--- config.mk ---
export PLATFORM = sky130hd
export DESIGN_NAME = sorted_priority_queue_flat
export DESIGN_NICKNAME = d
export VERILOG_FILES = /design/src/rtl/core/spq_pkg.sv /design/src/rtl/core/spq_if.sv /design/src/rtl/core/spq_datapath.sv /design/src/rtl/core/spq_ctrl.sv /design/src/rtl/core/sorted_priority_queue.sv /design/src/flat_wrapper.sv
export SDC_FILE = /design/constraint.sdc
export NUM_CORES = 2
export LEC_CHECK = 0
export BUFFER_PORTS_ARGS = -buffer_cell sky130_fd_sc_hd__buf_2
export CORE_MARGIN = 2
export CORE_UTILIZATION = 55
export DETAILED_ROUTE_END_ITERATION = 7
export PLACE_DENSITY = 0.73
export SLEW_MARGIN = 20
export SYNTH_ARGS = -nofsm -noshare
export SYNTH_HDL_FRONTEND = slang
export SYNTH_SLANG_ARGS = --single-unit
--- constraint.sdc ---
create_clock -name clock -period 7.1 [get_ports clock]
set_input_delay 0 -clock clock [delete_from_list [all_inputs] [get_ports clock]]
set_output_delay 0 -clock clock [all_outputs]
set_load 0.02 [all_outputs]
--- src/rtl/core/spq_pkg.sv ---
// shared constants and types of the sorted priority queue
`default_nettype none

package spq_pkg;

   localparam int DEPTH   = 16;
   localparam int VALUE_W = 32;
   localparam int COUNT_W = 5;
   localparam int FILL_W  = $clog2(DEPTH + 1);

   typedef enum logic [1:0] {
      ST_IDLE,
      ST_EXEC,
      ST_RESP
   } state_type;

   typedef enum logic {
      FUNC_INSERT = 1'b0,
      FUNC_REMOVE = 1'b1
   } func_type;

   typedef struct packed {
      logic capture;
      logic execute;
   } cmd_type;

   typedef struct packed {
      logic signed [VALUE_W-1:0] max_value;
      logic [COUNT_W-1:0]        count;
      logic                      empty_res;
      logic                      error;
   } result_type;

endpackage

`default_nettype wire

--- src/rtl/core/spq_if.sv ---
// request and response channel interfaces of the sorted priority queue
`default_nettype none

interface spq_req_if;
   logic                               valid;
   logic                               ready;
   logic                               func;
   logic signed [spq_pkg::VALUE_W-1:0] value;

   modport source (output valid, output func, output value, input ready);
   modport sink (input valid, input func, input value, output ready);
endinterface

interface spq_rsp_if;
   logic                               valid;
   logic                               ready;
   logic signed [spq_pkg::VALUE_W-1:0] max_value;
   logic [spq_pkg::COUNT_W-1:0]        count;
   logic                               empty_res;
   logic                               error;

   modport source (output valid, output max_value, output count, output empty_res,
                   output error, input ready);
   modport sink (input valid, input max_value, input count, input empty_res,
                 input error, output ready);
endinterface

`default_nettype wire

--- src/rtl/core/spq_datapath.sv ---
// sorted store with parallel compare and shift, fill count and result register
`default_nettype none

module spq_datapath (
   input  wire logic                               clock,
   input  wire logic                               reset,
   input  wire spq_pkg::cmd_type                   cmd,
   input  wire logic                               req_func,
   input  wire logic signed [spq_pkg::VALUE_W-1:0] req_value,
   output spq_pkg::result_type                     result
);

   logic                               func_ff;
   logic signed [spq_pkg::VALUE_W-1:0] value_ff;
   logic signed [spq_pkg::VALUE_W-1:0] entries_ff [spq_pkg::DEPTH];
   logic signed [spq_pkg::VALUE_W-1:0] entries_in [spq_pkg::DEPTH];
   logic [spq_pkg::FILL_W-1:0]         fill_ff;
   logic [spq_pkg::FILL_W-1:0]         fill_in;
   spq_pkg::result_type                result_ff;
   spq_pkg::result_type                result_in;
   logic [spq_pkg::DEPTH-1:0]          ge;
   logic                               is_insert;
   logic                               full;
   logic                               empty;
   logic                               err;

   assign is_insert = (func_ff == spq_pkg::FUNC_INSERT);
   assign full      = (fill_ff == spq_pkg::FILL_W'(spq_pkg::DEPTH));
   assign empty     = (fill_ff == '0);
   assign err       = is_insert ? full : empty;

   // valid entries at or above the new value; a prefix since the store is sorted
   always_comb begin
      for (int i = 0; i < spq_pkg::DEPTH; i++) begin
         ge[i] = (spq_pkg::FILL_W'(i) < fill_ff) && (entries_ff[i] >= value_ff);
      end
   end

   always_comb begin
      if (is_insert) begin
         entries_in[0] = ge[0] ? entries_ff[0] : value_ff;
         for (int i = 1; i < spq_pkg::DEPTH; i++) begin
            if (ge[i]) begin
               entries_in[i] = entries_ff[i];
            end else if (ge[i-1]) begin
               entries_in[i] = value_ff;
            end else begin
               entries_in[i] = entries_ff[i-1];
            end
         end
         fill_in = fill_ff + spq_pkg::FILL_W'(1);
      end else begin
         for (int i = 0; i < spq_pkg::DEPTH - 1; i++) begin
            entries_in[i] = entries_ff[i+1];
         end
         entries_in[spq_pkg::DEPTH-1] = entries_ff[spq_pkg::DEPTH-1];
         fill_in = fill_ff - spq_pkg::FILL_W'(1);
      end
   end

   always_comb begin
      if (err) begin
         result_in.max_value = empty ? '0 : entries_ff[0];
         result_in.count     = spq_pkg::COUNT_W'(fill_ff);
         result_in.empty_res = empty;
      end else begin
         result_in.max_value = (fill_in != '0) ? entries_in[0] : '0;
         result_in.count     = spq_pkg::COUNT_W'(fill_in);
         result_in.empty_res = (fill_in == '0);
      end
      result_in.error = err;
   end

   always_ff @(posedge clock) begin
      if (cmd.capture) begin
         func_ff  <= req_func;
         value_ff <= req_value;
      end
      if (cmd.execute && !err) begin
         for (int i = 0; i < spq_pkg::DEPTH; i++) begin
            entries_ff[i] <= entries_in[i];
         end
      end
      if (cmd.execute) begin
         result_ff <= result_in;
      end
   end

   always_ff @(posedge clock) begin
      if (reset) begin
         fill_ff <= '0;
      end else if (cmd.execute && !err) begin
         fill_ff <= fill_in;
      end
   end

   assign result = result_ff;

endmodule

`default_nettype wire

--- src/rtl/core/spq_ctrl.sv ---
// controller: sequences capture, update and delivery of one item
`default_nettype none

module spq_ctrl (
   input  wire logic         clock,
   input  wire logic         reset,
   input  wire logic         req_valid,
   output logic              req_ready,
   output logic              rsp_valid,
   input  wire logic         rsp_ready,
   output spq_pkg::cmd_type  cmd
);

   spq_pkg::state_type state_ff;
   spq_pkg::state_type state_in;

   always_ff @(posedge clock) begin
      if (reset) begin
         state_ff <= spq_pkg::ST_IDLE;
      end else begin
         state_ff <= state_in;
      end
   end

   always_comb begin
      state_in    = state_ff;
      req_ready   = 1'b0;
      rsp_valid   = 1'b0;
      cmd.capture = 1'b0;
      cmd.execute = 1'b0;
      case (state_ff)
         spq_pkg::ST_IDLE: begin
            req_ready = 1'b1;
            if (req_valid) begin
               cmd.capture = 1'b1;
               state_in    = spq_pkg::ST_EXEC;
            end
         end
         spq_pkg::ST_EXEC: begin
            cmd.execute = 1'b1;
            state_in    = spq_pkg::ST_RESP;
         end
         spq_pkg::ST_RESP: begin
            rsp_valid = 1'b1;
            if (rsp_ready) begin
               state_in = spq_pkg::ST_IDLE;
            end
         end
         default: begin
            state_in = spq_pkg::ST_IDLE;
         end
      endcase
   end

endmodule

`default_nettype wire

--- src/rtl/core/sorted_priority_queue.sv ---
// sorted priority queue: 16 signed entries kept in descending order
// sequence: the accepting edge captures the request, the update edge writes the store and
// the result register, then the result is offered until taken; a new item is taken only
// after the last result is taken, set by the capture / update / deliver sequence of the controller
// reset: synchronous; clears the fill count and controller state, store content is left
`default_nettype none

module sorted_priority_queue (
   input  wire logic clock,
   input  wire logic reset,
   spq_req_if.sink   req_chan,
   spq_rsp_if.source rsp_chan
);

   spq_pkg::cmd_type    cmd;
   spq_pkg::result_type result;

   spq_ctrl u_ctrl (
      .clock     (clock),
      .reset     (reset),
      .req_valid (req_chan.valid),
      .req_ready (req_chan.ready),
      .rsp_valid (rsp_chan.valid),
      .rsp_ready (rsp_chan.ready),
      .cmd       (cmd)
   );

   spq_datapath u_datapath (
      .clock     (clock),
      .reset     (reset),
      .cmd       (cmd),
      .req_func  (req_chan.func),
      .req_value (req_chan.value),
      .result    (result)
   );

   assign rsp_chan.max_value = result.max_value;
   assign rsp_chan.count     = result.count;
   assign rsp_chan.empty_res = result.empty_res;
   assign rsp_chan.error     = result.error;

endmodule

`default_nettype wire

--- src/flat_wrapper.sv ---
// flat-port wrapper written by rule: the top's interface ports become plain ports
module sorted_priority_queue_flat 
  (clock, reset, req_chan_valid, req_chan_func, req_chan_value, req_chan_ready, rsp_chan_valid, rsp_chan_max_value, rsp_chan_count, rsp_chan_empty_res, rsp_chan_error, rsp_chan_ready);
  spq_req_if req_chan_i ();
  spq_rsp_if rsp_chan_i ();
  input  wire logic clock;
  input  wire logic reset;
  input wire logic [$bits(req_chan_i.valid)-1:0] req_chan_valid;
  input wire logic [$bits(req_chan_i.func)-1:0] req_chan_func;
  input wire logic [$bits(req_chan_i.value)-1:0] req_chan_value;
  output wire logic [$bits(req_chan_i.ready)-1:0] req_chan_ready;
  output wire logic [$bits(rsp_chan_i.valid)-1:0] rsp_chan_valid;
  output wire logic [$bits(rsp_chan_i.max_value)-1:0] rsp_chan_max_value;
  output wire logic [$bits(rsp_chan_i.count)-1:0] rsp_chan_count;
  output wire logic [$bits(rsp_chan_i.empty_res)-1:0] rsp_chan_empty_res;
  output wire logic [$bits(rsp_chan_i.error)-1:0] rsp_chan_error;
  input wire logic [$bits(rsp_chan_i.ready)-1:0] rsp_chan_ready;
  assign req_chan_i.valid = req_chan_valid;
  assign req_chan_i.func = req_chan_func;
  assign req_chan_i.value = req_chan_value;
  assign req_chan_ready = req_chan_i.ready;
  assign rsp_chan_valid = rsp_chan_i.valid;
  assign rsp_chan_max_value = rsp_chan_i.max_value;
  assign rsp_chan_count = rsp_chan_i.count;
  assign rsp_chan_empty_res = rsp_chan_i.empty_res;
  assign rsp_chan_error = rsp_chan_i.error;
  assign rsp_chan_i.ready = rsp_chan_ready;
  sorted_priority_queue u_core (.clock(clock), .reset(reset), .req_chan(req_chan_i), .rsp_chan(rsp_chan_i));
endmodule
; ---- After elaboration in Yosys (flattened, before gate mapping)
; Memories as Yosys holds them, arrays and structs flattened.
; Index checks and enable logic that the tools add are counted.
[classes]
mul = 0
n_mux = 47
n_reduce_logical = 23
n_lt_le_gt_ge = 32
bitwise = 0
n_eq_ne = 5
add_sub_neg = 2
shifts = 0
div = 0
[ops]
columns = op, n
row1 = 32-bit 2-to-1 mux, 33
row2 = 32-bit greater-or-equal comparator, 16
row3 = 512-bit 2-to-1 mux, 1
row4 = "4-bit by 5-bit < comparator with 1-bit output, first input constant", 8
row5 = 38-bit 2-to-1 mux, 1
row6 = "3-bit by 5-bit < comparator with 1-bit output, first input constant", 4
row7 = 1-bit logical AND, 17
row8 = 5-bit logical NOT, 2
row9 = "1-bit by 5-bit < comparator with 1-bit output, first input constant", 2
row10 = "2-bit by 5-bit < comparator with 1-bit output, first input constant", 2
row11 = 1-bit 2-to-1 mux, 8
row12 = 2-bit one-hot mux with 3 select lines, 1
row13 = "5-bit by 1-bit adder with 5-bit output, second input constant", 1
row14 = "5-bit equality test, second input constant", 1
row15 = 5-bit 2-to-1 mux, 1
row16 = 5-bit nonzero test, 1
row17 = "5-bit by 1-bit subtractor with 5-bit output, second input constant", 1
row18 = 2-bit 2-to-1 mux, 2
row19 = "2-bit != test, second input constant", 2
row20 = "2-bit by 1-bit equality test with 1-bit output, second input constant", 1
row21 = "2-bit equality test, second input constant", 1
row22 = 2-bit logical NOT, 1
row23 = 2-bit AND reduction, 1
row24 = 1-bit logical NOT, 1
[word_totals]
romBits = 0
out_inout_bits = 41
regBits = 79
memories = 1
latch_bits = 0
ramBits = 512
[mem_list]
columns = name, words, width, rd, rd_ports_with_merged_regs, write_ports, line
row1 = u_core.u_datapath.entries_ff, 16, 32, 16, 0, 16, spq_datapath.sv:15  ; logic signed [spq_pkg::VALUE_W-1:0] entries_ff [spq_pkg::DEPTH];

; ---- Depth between registers and ports, before layout
[depth]
depth_word = 7
depth_mapped = 15
ltp_nobuf = 11

; ---- Hierarchy
; Synthesis repeated with hierarchy kept, for this count alone.
[hier_totals]
cells_unflattened = 3831
area_unflattened_um2 = 40620.2
[modules_own_cells]
columns = mod, cells_per_inst, area_per_inst_um2, instances
row1 = spq_datapath, 3821, 40512.6, 1
row2 = spq_ctrl, 10, 107.6, 1

; ---- Least setup slack after synthesis
; OpenSTA, ideal clock, no wires.
[synth_timing]
kind = register -> register
start = register, netlist name u_core.u_datapath.value_ff[17]
end = memory u_core.u_datapath.entries_ff[1][32] (netlist name), enable pin
n_path_buf = 3
period_less_slack_ns = 4.979
slack_ns = 2.121
arrival_time_ns = 4.547
setup_ns = 0.432
path_stages_with_launch = 14
required_time_ns = 6.668
cell_sequence = edfxtp_1 > clkbuf_1 > buf_4 > inv_1 > ha_1 > a21o_1 > nand3_1 > a21oi_1 > a2111oi_0 > o21ai_0 > a2111oi_2 > a221oi_4 > buf_4 > a21oi_1
[synth_rtl]
columns = item, line
row1 = end: declaration, spq_datapath.sv:15

==> metrics <==
RSZ-0062 raised after global routing=no; dpl hpwl=87.0 mm; crit-path cells=inv_1 -> ha_1 -> nand4_1 -> or2_1 -> nor3_2 -> inv_1 -> o22ai_1 -> a2111oi_2 -> a221oi_4 -> buf_4 -> a21oi_4 -> buf_4; static leakage=0.0188 uW; Slowest-stage cell, CP=edfxtp_1; Initial Util=0.555; Final WS setup=1960 ps; metal3 WL=13.0 mm; Seq. cell area=0.0177 sq mm; setup slack after placement=2080 ps; post-synth top area cell=edfxtp_1; post-synthesis sequential area ratio=0.428; Placeable Area=0.0744 sq mm; global-route wire length before repair=191 mm; Hold Fails Final Rpt=0; top cells by area, synth=edfxtp_1 (42%), ha_1 (16%), mux2i_1 (10%), nand2_1 (3.8%), a21oi_1 (3.5%); Post-Route WL=124 mm; Mapped Cells=3956; Synth Register Bits=591; WL met2=54.7 mm; Final Max Slew Viols=0; Syn Area/Cell=10.4 sq um; Area Overhead vs Synth=9.19%; TritonCTS Buffers=69; drc violations=0; clock transition at the registers of the reported paths=60 ps; die area=0.0773 sq mm; Tmin final=5140 ps; most frequent cells in the layout=edfxtp_1 (584), ha_1 (516), mux2i_1 (418); Max Root-Sink Buffers=3; layout cell share with drive strength beyond 1=0.0931; final net count=4524; Initial DRT Pass Iterations=6; Tightest Hold Check Type=primary input to register; vias in the first global route=32109; WP data arrival=5500 ps; DIE WIDTH=278 um; setup repair bufs after CTS=0; Placer Congestion=0.949; endpoints failing setup=0; Starting DRT DRC Count=4608; CTS sink cnt=591; DRT antenna net count=0; Async SR Flop Fraction=0; largest stage delay on the critical path=840 ps; CTS resizes=0; Setup crit start kind=register; via/cell ratio=6.66; Chip Height=278 um; clock root cell=clkbuf_16; Unique masters post-synth=82; Max-cap violations=0; clock skew=33.3 ps; most used flip-flop cell after synthesis=edfxtp_1; Worst-Skew Late Latency=630 ps; mapped cell area=0.0413 sq mm; crit-path max FO=33; CP Capture Type=register; pin count of the biggest net entering global routing=167; fin crit share=0.724; total negative slack=0 ps; Mapped Nets=4509; drt wl/cell=24.8 um; slew margin rel.=0.229; top sig layer=met4; IO Count=78; initial antenna violation count=1; Max VDD drop=0.188 mV; FP Rows=100; CTS H-Tree Depth=3; Multi-input gate area=0.0223 sq mm; M1 wire length=51.9 mm; Crit Path Class=register to register; fmax=194 MHz; IO Port Bufs=77; fill count=6154; CP required=7460 ps; total grt overflow=0; yosys warns=0; vias=33213; worst slew pin tran=1160 ps; most common cell after layout, fill and taps aside=edfxtp_1; status=complete, no violations; Post-synth EDFFs=584; CTS tree=yes; area fraction of the dominant cell type after synthesis=0.424; P per Cell Area=220 mW/mm^2; GR Util All Layers=0.315
area by class of cell:
cell class | count | area share
Inverter | 67 | 0.00577
Tap cell | 969 | 0.0269
Timing Repair Buffer | 209 | 0.0332
Clock buffer | 88 | 0.0429
Multi-Input combinational cell | 3033 | 0.494
Antenna cell | 1 | 0.0000555
Sequential cell | 591 | 0.392
Clock inverter | 31 | 0.00552
synthesized netlist by cell type (5+ instances only):
cell type  instances
nand3_1           45
and2_1             5
nand4_1           97
nand2b_1          15
buf_6              8
or3_1              7
a21oi_1          290
o22ai_1           33
buf_4             38
o21ai_0          275
nand2_1          415
inv_1             66
o21ai_1           81
ha_1             516
o221a_2           29
clkbuf_1         173
buf_2             39
a21o_1           114
nor2b_1           22
a211oi_1          23
a31oi_1            8
o21a_1            15
nor4_1            14
mux2_2            33
o211ai_1          22
a22o_1            32
and4_1             7
mux2i_1          418
o31ai_1           36
dfxtp_1            7
nor3_1           151
xnor2_1            5
a211o_1           11
edfxtp_1         584
nor2_1           228
a221oi_1           6
through the flow:
step                      instance area (sq um)  hold slack [ps]  cells  utilization  power, uW
after floorplan                           41300             69.1   3956            -       5740
after global placement                    42500              177   4832        0.571       6290
after detailed placement                  42600              178   4833        0.572       6350
after CTS                                 45100             59.4   4988        0.606       9880
after global routing                      45100             67.1   4988        0.606      10300
final                                     45100             89.1   4989        0.606       9910
kinds of logic (layout without fill, tap and decap cells):
logic type | count (synthesis) | after routing | share of synthesized area
compound gates | 1032 | 1032 | 0.155
simple gates | 1025 | 1025 | 0.111
flops | 591 | 591 | 0.428
fa+ha+maj | 516 | 516 | 0.156
mux | 451 | 451 | 0.110
buf+inv | 332 | 395 | 0.0371
xor+xnor | 9 | 9 | 0.00191
other cells | 0 | 1 | 0
flip-flops by register name (all words and copies together), names as in the netlist:
register,count
u_core.u_ctrl.state_ff,2
u_core.u_datapath.entries_ff,512
u_core.u_datapath.fill_ff,5
u_core.u_datapath.func_ff,1
u_core.u_datapath.result,39
u_core.u_datapath.value_ff,32
worst paths after layout:
path / from / to / slack [ps] / cells past startpoint
setup / recovery: u_core.u_datapath.value_ff[30]$_DFFE_PP_ / u_core.u_datapath.entries_ff[1][35]$_DFFE_PP_ / 1960 / 12
hold / removal: req_chan_value[26] / u_core.u_datapath.value_ff[26]$_DFFE_PP_ / 90 / 2
setup reg to reg: u_core.u_datapath.value_ff[30]$_DFFE_PP_ / u_core.u_datapath.entries_ff[1][35]$_DFFE_PP_ / 1960 / 12
hold reg to reg: u_core.u_datapath.fill_ff[4]$_SDFFE_PP0P_ / u_core.u_datapath.fill_ff[4]$_SDFFE_PP0P_ / 590 / 2
per-layer routing:
metal  vias up  track usage
met4         0        0.107
li1      15131            -
met2      1842        0.484
met3       260       0.0626
met5         -            0
met1     15980        0.446
report_power, final:
part | total (uW) | internal, uW | leakage [uW] | switching [uW]
logic | 2030 | 760 | 0.0123 | 1270
clock network | 3550 | 2030 | 0.00107 | 1520
registers | 4330 | 4130 | 0.00543 | 195
total | 9910 | 6920 | 0.0188 | 2990
critical path, delay by kind of cell, from the launching register on:
kind | cells | cell delay [ps]
AO/OA/AOI/OAI | 4 | 1120
adder cells (fa/ha/maj) | 1 | 500
buffers and inverters | 4 | 1550
AND/OR/NAND/NOR | 3 | 840
flip-flops | 1 | 840
repair_timing:
action / 4_1_cts / 5_1_grt
hold endpoints to repair: 40 / 0
setup endpoints to repair: 0 / 0
hold buffers: 36 / 0
No activity file was read; power rests on OpenSTA's default activity.
